===== src/hdl/ard_pkg.sv =====
// Shared types, constants and register indexes for the archive record deframer.
package ard_pkg;

    // Longest name that can match, and the bytes held in the name registers
    localparam int NAME_MAX_BYTES   = 32;
    localparam int NAME_STORE_BYTES = 32;
    localparam int NAME_IDX_W       = $clog2(NAME_STORE_BYTES);

    // Configuration port geometry
    localparam int CFG_INDEX_W = 3;
    localparam int CFG_DATA_W  = 64;
    localparam int NAME_LEN_W  = 6;

    // Configuration register indexes
    localparam logic [CFG_INDEX_W-1:0] REG_NAME_LEN = 3'd0;
    localparam logic [CFG_INDEX_W-1:0] REG_NAME_W0  = 3'd1;
    localparam logic [CFG_INDEX_W-1:0] REG_NAME_W1  = 3'd2;
    localparam logic [CFG_INDEX_W-1:0] REG_NAME_W2  = 3'd3;
    localparam logic [CFG_INDEX_W-1:0] REG_NAME_W3  = 3'd4;

    // Index of the last byte of a 4-byte length field
    localparam logic [1:0] LEN_LAST_BYTE = 2'd3;

    // Result queue between front and back
    localparam int QUEUE_DEPTH = 4;
    localparam int QUEUE_AW    = $clog2(QUEUE_DEPTH);

    // Parser phase
    typedef enum logic [3:0] {
        PH_NAME_LEN    = 4'b0001,
        PH_NAME        = 4'b0010,
        PH_CONTENT_LEN = 4'b0100,
        PH_CONTENT     = 4'b1000
    } phase_t;

    // One result request
    typedef struct packed {
        logic [7:0] content_byte;
        logic       record_start;
        logic       record_end;
    } item_t;

endpackage


===== src/hdl/ard_front.sv =====
// Front part: configuration registers, record parser and name compare.
module ard_front (
    input  logic                            clk,
    input  logic                            rst_n,
    input  logic                            cfg_write,
    input  logic [ard_pkg::CFG_INDEX_W-1:0] cfg_index,
    input  logic [ard_pkg::CFG_DATA_W-1:0]  cfg_data,
    input  logic                            in_valid,
    output logic                            in_ready,
    input  logic [7:0]                      data_byte,
    input  logic                            q_full,
    output logic                            q_push,
    output ard_pkg::item_t                  q_item
);

    logic [ard_pkg::NAME_LEN_W-1:0]                   tlen_reg;
    logic [ard_pkg::NAME_STORE_BYTES-1:0][7:0]        name_reg;

    ard_pkg::phase_t phase_reg, phase_next;
    logic [31:0]     fc_reg, fc_next;
    logic [23:0]     gather_reg, gather_next;
    logic [31:0]     fl_reg, fl_next;
    logic            name_equal_reg, name_equal_next;
    logic            match_reg, match_next;

    logic            accept;
    logic [32:0]     fc_plus1;
    logic            last;
    logic [31:0]     len_value;
    logic [31:0]     len_span;
    logic            fc_in_target;
    logic [7:0]      tbyte;
    logic            name_eq_new;
    logic            tlen_ok;
    logic            match_new;

    assign in_ready = !q_full;
    assign accept   = in_valid && in_ready;

    // Write configuration registers
    always_ff @(posedge clk or negedge rst_n)
    begin
        if (!rst_n)
        begin
            tlen_reg <= '0;
            name_reg <= '0;
        end
        else if (cfg_write)
        begin
            unique case (cfg_index)
                ard_pkg::REG_NAME_LEN: tlen_reg       <= cfg_data[ard_pkg::NAME_LEN_W-1:0];
                ard_pkg::REG_NAME_W0:  name_reg[7:0]   <= cfg_data;
                ard_pkg::REG_NAME_W1:  name_reg[15:8]  <= cfg_data;
                ard_pkg::REG_NAME_W2:  name_reg[23:16] <= cfg_data;
                ard_pkg::REG_NAME_W3:  name_reg[31:24] <= cfg_data;
                default:               ;
            endcase
        end
    end

    // Field end, length decode and name byte compare
    always_comb
    begin
        fc_plus1     = {1'b0, fc_reg} + 33'd1;
        last         = fc_plus1 >= {1'b0, fl_reg};
        len_value    = {data_byte, gather_reg};
        len_span     = ((len_value == 32'd0) || data_byte[7]) ? 32'd1 : len_value;
        fc_in_target = fc_reg < {{(32-ard_pkg::NAME_LEN_W){1'b0}}, tlen_reg};
        tbyte        = (|fc_reg[31:ard_pkg::NAME_IDX_W]) ? 8'd0
                       : name_reg[fc_reg[ard_pkg::NAME_IDX_W-1:0]];
        name_eq_new  = name_equal_reg && !(fc_in_target && (data_byte != tbyte));
        tlen_ok      = (tlen_reg != '0)
                       && (tlen_reg <= ard_pkg::NAME_LEN_W'(ard_pkg::NAME_MAX_BYTES));
        match_new    = name_eq_new && tlen_ok
                       && (fl_reg == {{(32-ard_pkg::NAME_LEN_W){1'b0}}, tlen_reg});
    end

    // Advance the parser on each accepted byte
    always_comb
    begin
        phase_next      = phase_reg;
        fc_next         = fc_reg;
        gather_next     = gather_reg;
        fl_next         = fl_reg;
        name_equal_next = name_equal_reg;
        match_next      = match_reg;
        if (accept)
        begin
            unique case (phase_reg)
                ard_pkg::PH_NAME_LEN, ard_pkg::PH_CONTENT_LEN:
                begin
                    if (fc_reg[1:0] != ard_pkg::LEN_LAST_BYTE)
                    begin
                        case (fc_reg[1:0])
                            2'd0:    gather_next[7:0]   = data_byte;
                            2'd1:    gather_next[15:8]  = data_byte;
                            default: gather_next[23:16] = data_byte;
                        endcase
                        fc_next = fc_plus1[31:0];
                    end
                    else
                    begin
                        fl_next     = len_span;
                        gather_next = '0;
                        fc_next     = '0;
                        if (phase_reg == ard_pkg::PH_NAME_LEN)
                        begin
                            name_equal_next = 1'b1;
                            phase_next      = ard_pkg::PH_NAME;
                        end
                        else
                        begin
                            phase_next = ard_pkg::PH_CONTENT;
                        end
                    end
                end
                ard_pkg::PH_NAME:
                begin
                    name_equal_next = name_eq_new;
                    if (last)
                    begin
                        match_next = match_new;
                        fc_next    = '0;
                        phase_next = ard_pkg::PH_CONTENT_LEN;
                    end
                    else
                    begin
                        fc_next = fc_plus1[31:0];
                    end
                end
                ard_pkg::PH_CONTENT:
                begin
                    if (last)
                    begin
                        fc_next    = '0;
                        match_next = 1'b0;
                        phase_next = ard_pkg::PH_NAME_LEN;
                    end
                    else
                    begin
                        fc_next = fc_plus1[31:0];
                    end
                end
                default:
                begin
                    phase_next = ard_pkg::PH_NAME_LEN;
                end
            endcase
        end
    end

    // Parser state
    always_ff @(posedge clk or negedge rst_n)
    begin
        if (!rst_n)
        begin
            phase_reg      <= ard_pkg::PH_NAME_LEN;
            fc_reg         <= '0;
            gather_reg     <= '0;
            fl_reg         <= '0;
            name_equal_reg <= 1'b1;
            match_reg      <= 1'b0;
        end
        else
        begin
            phase_reg      <= phase_next;
            fc_reg         <= fc_next;
            gather_reg     <= gather_next;
            fl_reg         <= fl_next;
            name_equal_reg <= name_equal_next;
            match_reg      <= match_next;
        end
    end

    // Queue a result request for content of a matching record
    assign q_push              = accept && (phase_reg == ard_pkg::PH_CONTENT) && match_reg;
    assign q_item.content_byte = data_byte;
    assign q_item.record_start = (fc_reg == 32'd0);
    assign q_item.record_end   = last;

endmodule


===== src/hdl/ard_queue.sv =====
// Short result queue between the parser and the output stage.
module ard_queue (
    input  logic           clk,
    input  logic           rst_n,
    input  logic           push,
    input  ard_pkg::item_t push_item,
    output logic           full,
    input  logic           pop,
    output ard_pkg::item_t pop_item,
    output logic           empty
);

    ard_pkg::item_t                mem_reg [ard_pkg::QUEUE_DEPTH];
    logic [ard_pkg::QUEUE_AW-1:0]  wr_ptr_reg, rd_ptr_reg;
    logic [ard_pkg::QUEUE_AW:0]    count_reg, count_next;

    assign full     = (count_reg == (ard_pkg::QUEUE_AW+1)'(ard_pkg::QUEUE_DEPTH));
    assign empty    = (count_reg == '0);
    assign pop_item = mem_reg[rd_ptr_reg];

    // Store pushed requests
    always_ff @(posedge clk)
    begin
        if (push)
        begin
            mem_reg[wr_ptr_reg] <= push_item;
        end
    end

    // Track fill level
    always_comb
    begin
        count_next = count_reg;
        if (push && !pop)
        begin
            count_next = count_reg + 1'b1;
        end
        else if (pop && !push)
        begin
            count_next = count_reg - 1'b1;
        end
    end

    // Advance pointers
    always_ff @(posedge clk or negedge rst_n)
    begin
        if (!rst_n)
        begin
            wr_ptr_reg <= '0;
            rd_ptr_reg <= '0;
            count_reg  <= '0;
        end
        else
        begin
            if (push)
            begin
                wr_ptr_reg <= wr_ptr_reg + 1'b1;
            end
            if (pop)
            begin
                rd_ptr_reg <= rd_ptr_reg + 1'b1;
            end
            count_reg <= count_next;
        end
    end

endmodule


===== src/hdl/ard_back.sv =====
// Back part: output register that delivers queued results downstream.
module ard_back (
    input  logic           clk,
    input  logic           rst_n,
    input  logic           q_empty,
    input  ard_pkg::item_t q_item,
    output logic           q_pop,
    output logic           out_valid,
    input  logic           out_ready,
    output logic [7:0]     content_byte,
    output logic           record_start,
    output logic           record_end
);

    logic           out_valid_reg;
    ard_pkg::item_t out_item_reg;

    // Load when the register is empty or being drained
    assign q_pop = !q_empty && (!out_valid_reg || out_ready);

    always_ff @(posedge clk or negedge rst_n)
    begin
        if (!rst_n)
        begin
            out_valid_reg <= 1'b0;
        end
        else if (q_pop)
        begin
            out_valid_reg <= 1'b1;
        end
        else if (out_ready)
        begin
            out_valid_reg <= 1'b0;
        end
    end

    // Hold payload until taken
    always_ff @(posedge clk)
    begin
        if (q_pop)
        begin
            out_item_reg <= q_item;
        end
    end

    assign out_valid    = out_valid_reg;
    assign content_byte = out_item_reg.content_byte;
    assign record_start = out_item_reg.record_start;
    assign record_end   = out_item_reg.record_end;

endmodule


===== src/hdl/archive_record_deframer_unit.sv =====
// Archive record deframer: passes out content bytes of the record whose name matches.
//
// Input channel (in_valid/in_ready/data_byte) takes one archive body byte per
// request. Records are a 4-byte little-endian name length, the name, a 4-byte
// content length and the content; a length of zero or below spans one byte.
// Output channel (out_valid/out_ready) carries content_byte with record_start on
// the first and record_end on the last content byte of a matching record. On
// record_start the receiver drops whatever it kept from an earlier match.
// Configuration: write cfg_data to register cfg_index when cfg_write is high:
// 0 name length, 1..4 name bytes 0..31 packed little-endian, eight per word.
// Throughput: one byte per cycle while the result queue has room (in_ready high).
// A content byte passes through the result queue and then the output register.
// A stalled receiver fills the 4-entry result queue; in_ready then drops until
// the output register drains. Bytes of other records never occupy the queue.
// Reset clears the parser, queue, output valid and the configuration registers.
module archive_record_deframer_unit (
    input  logic                            clk,
    input  logic                            rst_n,
    input  logic                            cfg_write,
    input  logic [ard_pkg::CFG_INDEX_W-1:0] cfg_index,
    input  logic [ard_pkg::CFG_DATA_W-1:0]  cfg_data,
    input  logic                            in_valid,
    output logic                            in_ready,
    input  logic [7:0]                      data_byte,
    output logic                            out_valid,
    input  logic                            out_ready,
    output logic [7:0]                      content_byte,
    output logic                            record_start,
    output logic                            record_end
);

    logic           q_push;
    logic           q_full;
    logic           q_pop;
    logic           q_empty;
    ard_pkg::item_t push_item;
    ard_pkg::item_t pop_item;

    ard_front u_front (
        .clk       (clk),
        .rst_n     (rst_n),
        .cfg_write (cfg_write),
        .cfg_index (cfg_index),
        .cfg_data  (cfg_data),
        .in_valid  (in_valid),
        .in_ready  (in_ready),
        .data_byte (data_byte),
        .q_full    (q_full),
        .q_push    (q_push),
        .q_item    (push_item)
    );

    ard_queue u_queue (
        .clk       (clk),
        .rst_n     (rst_n),
        .push      (q_push),
        .push_item (push_item),
        .full      (q_full),
        .pop       (q_pop),
        .pop_item  (pop_item),
        .empty     (q_empty)
    );

    ard_back u_back (
        .clk          (clk),
        .rst_n        (rst_n),
        .q_empty      (q_empty),
        .q_item       (pop_item),
        .q_pop        (q_pop),
        .out_valid    (out_valid),
        .out_ready    (out_ready),
        .content_byte (content_byte),
        .record_start (record_start),
        .record_end   (record_end)
    );

endmodule


===== config.mk =====
export PLATFORM = sky130hd
export DESIGN_NAME = archive_record_deframer_unit
export DESIGN_NICKNAME = d
export VERILOG_FILES = /design/src/hdl/ard_pkg.sv /design/src/hdl/ard_front.sv /design/src/hdl/ard_queue.sv /design/src/hdl/ard_back.sv /design/src/hdl/archive_record_deframer_unit.sv
export SDC_FILE = /design/constraint.sdc
export NUM_CORES = 1
export LEC_CHECK = 0
export ABC_AREA = 1
export BUFFER_PORTS_ARGS = -buffer_cell sky130_fd_sc_hd__buf_2
export CORE_MARGIN = 2
export CORE_UTILIZATION = 37
export CTS_CLUSTER_DIAMETER = 120
export CTS_CLUSTER_SIZE = 14
export DETAILED_ROUTE_END_ITERATION = 12
export HOLD_SLACK_MARGIN = 0.15
export SYNTH_ARGS = -nofsm -noshare
export SYNTH_HDL_FRONTEND = slang
export SYNTH_SLANG_ARGS = --single-unit
export TNS_END_PERCENT = 100

===== constraint.sdc =====
create_clock -name clk -period 4.8 [get_ports clk]
set_clock_uncertainty 0.15 [all_clocks]
set_input_delay 0.24 -clock clk [delete_from_list [all_inputs] [get_ports clk]]
set_output_delay 0.24 -clock clk [all_outputs]
set_load 0.005 [all_outputs]

After elaboration in Yosys (flattened, before gate mapping)
Memory sizes are Yosys's and may differ from the RTL's. A register that Yosys moved wholly into a read port is not among the register bits. Index checks and enable logic that the tools add are counted.

Add/sub/neg operators: 5. $lt $le $gt $ge: 4. Equal/unequal tests: 20. Muxes and demuxes: 28. Bitwise operators: 1. Reductions and logical operators: 47.

Operator list (number): $mux W32 (3); $logic_not A32 Y1 (2); $pmux W32 S2 (1); $bmux W8 S5 (1); $mux W8 (5); $add A32 B1 Y33 const B (1); $ge A33 B32 Y1 (1); $eq A32 B6 Y1 (1); $lt A32 B6 Y1 (1); $reduce_or A27 Y1 (1); $mux W24 (1); $mux W4 (4); $pmux W4 S3 (1); $reduce_and A2 Y1 (6); $reduce_and A3 Y1 (4); $reduce_and A4 Y1 (3); $logic_and A1 B1 Y1 (11); $ne A2 B2 Y1 const B (5); $reduce_bool A2 Y1 (5); $mux W1 (8); $ne A8 B8 Y1 (1); $eq A3 B2 Y1 const B (2); $eq A3 B3 Y1 const B (2); $le A6 B6 Y1 const B (1); other kinds (20) (34).

Register bits after elaboration: 364. Bits in writable memories: 40. Input port bits: 80. Memories: 1.

Memory list: u_queue.mem_reg (depth 4, width 10, rd ports 1, clocked after Yosys merged registers in 1, wr ports 1, RTL line ard_queue.sv:13) `ard_pkg::item_t mem_reg [ard_pkg::QUEUE_DEPTH];`.

Logic depth before layout (Yosys ltp)
Word-level depth: 11. Mapped depth: 24.

Hierarchy
Synthesis repeated with hierarchy kept, for this count alone.

Cells, all modules: 2512. Area total of the unflattened synthesis: 20558.5 µm².

By module, submodules not included: ard_front (times used 1, cells each 2332, area each 18184.9 µm²); ard_queue (times used 1, cells each 165, area each 2028.2 µm²); ard_back (times used 1, cells each 15, area each 345.3 µm²).

Worst setup path after synthesis
Ideal clock, no wire load.

Path type: register -> register. Start: register u_front.fc_reg[1]. End: register u_front.fc_reg[29]. Arrival: 3115 ps. Setup slack: 1401 ps. Cell stages (with the launch flop): 23. Buffers on the path: 1. Period minus slack after synthesis: 3399 ps. Path through: dfrtp_1 ha_1 inv_2 nor2_2 nand2_2 nor2_2 nand4_2 nor2_1 nand3_1 nor3_2 xor2_1 inv_1 ha_1 nand2_1 nor2_1 nand4_1 nor2_1 nand3b_1 nand4_4 nand2_4 buf_4 nand3_1 o21ai_0.

RTL lines: from (decl) (RTL line ard_front.sv:20) `logic [31:0] fc_reg, fc_next;`; from (signal assigned) (RTL line ard_front.sv:167) `fc_reg <= fc_next;`.

==> flow_summary.ini <==
[synth]
synth_common_cells = nand2_1 (660), o21ai_0 (389), dfrtp_1 (362)
yosysMostFrequentCell = nand2_1
ys_warn_count = 0
synthFlopType = dfrtp_1
syn-cell-area_um2 = 20400
synth_compound_area_share_pct = 12.2
syn_area_per_cell_um2 = 8.11
synth_top_family_by_area = simple AND/OR/NAND/NOR gates
synth-simple-area-share_pct = 23.4
synth_seq_cells = 414
muxShareOfSynthArea_pct = 0.496
ys_seq_area_share_pct = 52.0
synth.distinct_cells = 43
synth_edf_count = 50
synth_top_cell_by_area = dfrtp_1
synth_top_area_share_pct = 44.4
synthCells = 2519
netlist_top_cells_area = dfrtp_1 (44%), nand2_1 (12%), o21ai_0 (9.5%)
syn_nets = 2646
async_flop_share_pct = 87.9
synthXorXnorAreaFrac_pct = 1.54
synthAdderAreaFrac_pct = 2.92

[global_routing]
antenna_found_initial = 0
grt_pass1_vias = 16874
met1_usage_pct = 28.2
grtUsageTotal_pct = 20.8
grt_pass1_wl_um = 93700
grt-busiest-layer = met2
use_met3_pct = 2.82
grt_start_max_net_pins = 144
use_met2_pct = 34.0
grt_overflow = 0

[setup_path]
crit_required_ps = 5020
slowest_delay_ps = 750
cp-end-kind = flip-flop
r2r-start = u_front.fc_reg[4]
reg2reg_to = u_front.fc_reg[9]
startpoint_type = flip-flop
cp.buffers_inverters = 1
rrSetupSlack_ps = 690
arrival_ps = 4340
path_cells = nand2_1 -> nor2_1 -> nand2_2 -> nor2_2 -> nand4_2 -> nor2_1 -> nand3_1 -> nor3_2 -> xor2_1 -> inv_1 -> ha_1 -> nand2_1 -> nor2_1 -> nand4_1 -> nor2_1 -> nand3b_1 -> nand4_4 -> nand2_4 -> nand3_1 -> o21ai_0
path_class = reg2reg
critPathMostFrequentCell = nor2_1
r2r_cells = 20
critPathTopFamily = simple AND/OR/NAND/NOR gates
crit_path_max_fanout = 26
cpMaxStageDelayCell = dfrtp_1

[place]
placed_cell_area_um2 = 21500
dp_hpwl_um = 39800
place_congestion = 0.941
io_buffer_count = 91
post-place-cells = 3204

[layout]
layout.cells.non_filler = 3332
fin_area_um2 = 23200
nets = 2745
drive_gt1_share_pct = 7.38
n_antenna_cell = 0
area_growth_pct = 13.8
fillers = 5570
largest_reg_flops = 256

[timing]
finalSetupTns_ps = 0
setup_violations = 0
relSlewSlack_pct = 26.7
grt_setup_unrepaired = false
finalHoldViolCount = 0
drv_slew = 0
period_share_pct = 85.7
fin_crit_ps = 4110
max_freq_mhz = 243
tightest_slew_ps = 1100

[power]
seq_power_share_pct = 38.5
max-vdd-ir-drop_uv = 271
powerDensity_nw_per_um2 = 564
p_switching_mw = 5.56
leakage_nw = 11.0
power_frac_comb_pct = 41.0
finalPower_mw = 13.1
p_sw_share_pct = 42.4
power.internal_mw = 7.55
clkPwrFrac_pct = 20.5

[floorplan]
start_util_pct = 37.2
die_area_um2 = 57100
die_y_um = 239
io_pins = 92
coreArea_um2 = 54900
num_rows = 86
die_x_um = 239

[routing]
final_antenna_net_count = 0
wl_per_cell_um = 17.6
drc_errors = 0
num_vias = 17229
vias_per_cell = 5.17
routed_wl_um = 58600
drt_pre_antenna_iters = 6
drt_iter0_markers = 1298

[clocking]
clk_latency_ps = 560
numCtsBuffers = 35
cts.clk_slew.worst_paths_ps = 80
cts_tree = yes
clockBufferDepth = 3
cts_max_level = 2
cts_sinks = 414
cts_root_buf = clkbuf_16

[run_status]
status = finished, final reports clean

[hold_path]
holdCritPathClass = in2async

[job]
max_cap_viol_count = 0
[placed cells by master (no fill, tap or decap), types with 2 or more instances in the layout]
cell / synthesis / final
o22ai_1: 12 / 12
dfrtp_1: 362 / 361
buf_2: 26 / 90
edfxtp_1: 50 / 50
xor2_1: 33 / 33
nor3_2: 2 / 2
dfstp_2: 2 / 2
o211ai_1: 9 / 9
nand3b_1: 3 / 3
o21ai_1: 15 / 15
nor2_4: 2 / 3
nor4_1: 18 / 18
dlygate4sd3_1: 0 / 81
nand3_4: 0 / 3
nand3_1: 199 / 196
buf_4: 3 / 20
inv_1: 255 / 255
a21oi_1: 48 / 47
nand2_1: 660 / 659
mux2_2: 9 / 9
nor2_1: 189 / 187
clkbuf_16: 0 / 37
clkbuf_1: 96 / 8
xnor2_1: 3 / 3
nand3_2: 2 / 2
o31ai_1: 8 / 8
nand4_1: 34 / 34
nor3_1: 12 / 12
ha_1: 46 / 46
nand2_2: 2 / 2
nand2_4: 1 / 2
o21ai_0: 389 / 389
inv_2: 6 / 5
nor2_2: 7 / 8
[area by class of cell]
type                       instances  area [um^2]  area share, %
sequential                       414        10600           45.7
clock buffer                      45          956           4.11
timing repair buffer             193         1450           6.22
tap                              704          881           3.79
inverter                         262          985           4.24
clock inverter                     2         27.5          0.118
multi-input combinational       1712         8330           35.8
[per-layer routing]
metal	vias to the layer above	share of wire (%)
li1	8375	-
met2	469	47
met4	0	3.8
met1	8277	44
met5	-	0
met3	108	4.7
[power groups by stage]
stage / clock network, mW / logic (mW) / registers, mW
after floorplan: 0 / 3.72 / 4.90
after global placement: 0 / 5.21 / 5.06
after detailed placement: 0 / 5.28 / 5.09
after CTS: 2.77 / 5.37 / 5.03
after global routing: 2.90 / 6.05 / 5.15
final: 2.69 / 5.38 / 5.04
[worst max path at each step]
stage	slack, ps	start	depth (start not counted)	to
floorplan	1400	u_front.fc_reg[1]	22	u_front.fc_reg[29]
global placement	860	u_front.fc_reg[4]	22	u_front.phase_reg[3]
detailed placement	730	u_front.fc_reg[4]	22	u_front.phase_reg[0]
CTS	690	u_front.fc_reg[4]	22	u_front.phase_reg[0]
global route	170	u_front.fc_reg[4]	20	u_front.fc_reg[5]
finish	690	u_front.fc_reg[4]	20	u_front.fc_reg[9]
[stage by stage]
step | hold WS, ps | util, % | setup slack [ps]
2_1_floorplan | -206 | - | 1400
3_3_place_gp | 189 | 39.1 | 856
3_5_place_dp | 191 | 39.1 | 733
4_1_cts | 159 | 42.4 | 685
5_1_grt | 205 | 42.4 | 173
6_report | 147 | 42.4 | 687
[worst register-to-register path, delay by kind of cell, from the launching register on]
family | cells | cell delay, ps
AOI/OAI and AO/OA | 1 | 90
and+or+nand+nor | 16 | 2380
adders and majority gates | 1 | 310
xor gates and xnor gates | 1 | 160
DFF | 1 | 750
buffers and inverters | 1 | 70
[timing repair]
action | CTS | global route
setup buffers | 0 | 0
hold buffers | 81 | 0
hold endpoints to repair | 427 | 0
gates resized for setup | 0 | 0
[cell families (layout without fill, tap and decap cells)]
kind of cell,count (synthesis),count (layout)
xor gates and xnor gates,36,36
DFF,414,414
buffers and inverters,393,502
AOI/OAI and AO/OA,485,485
adders and majority gates,47,47
muxes,9,9
and+or+nand+nor,1135,1135
Power figures use the tool's default switching activity.
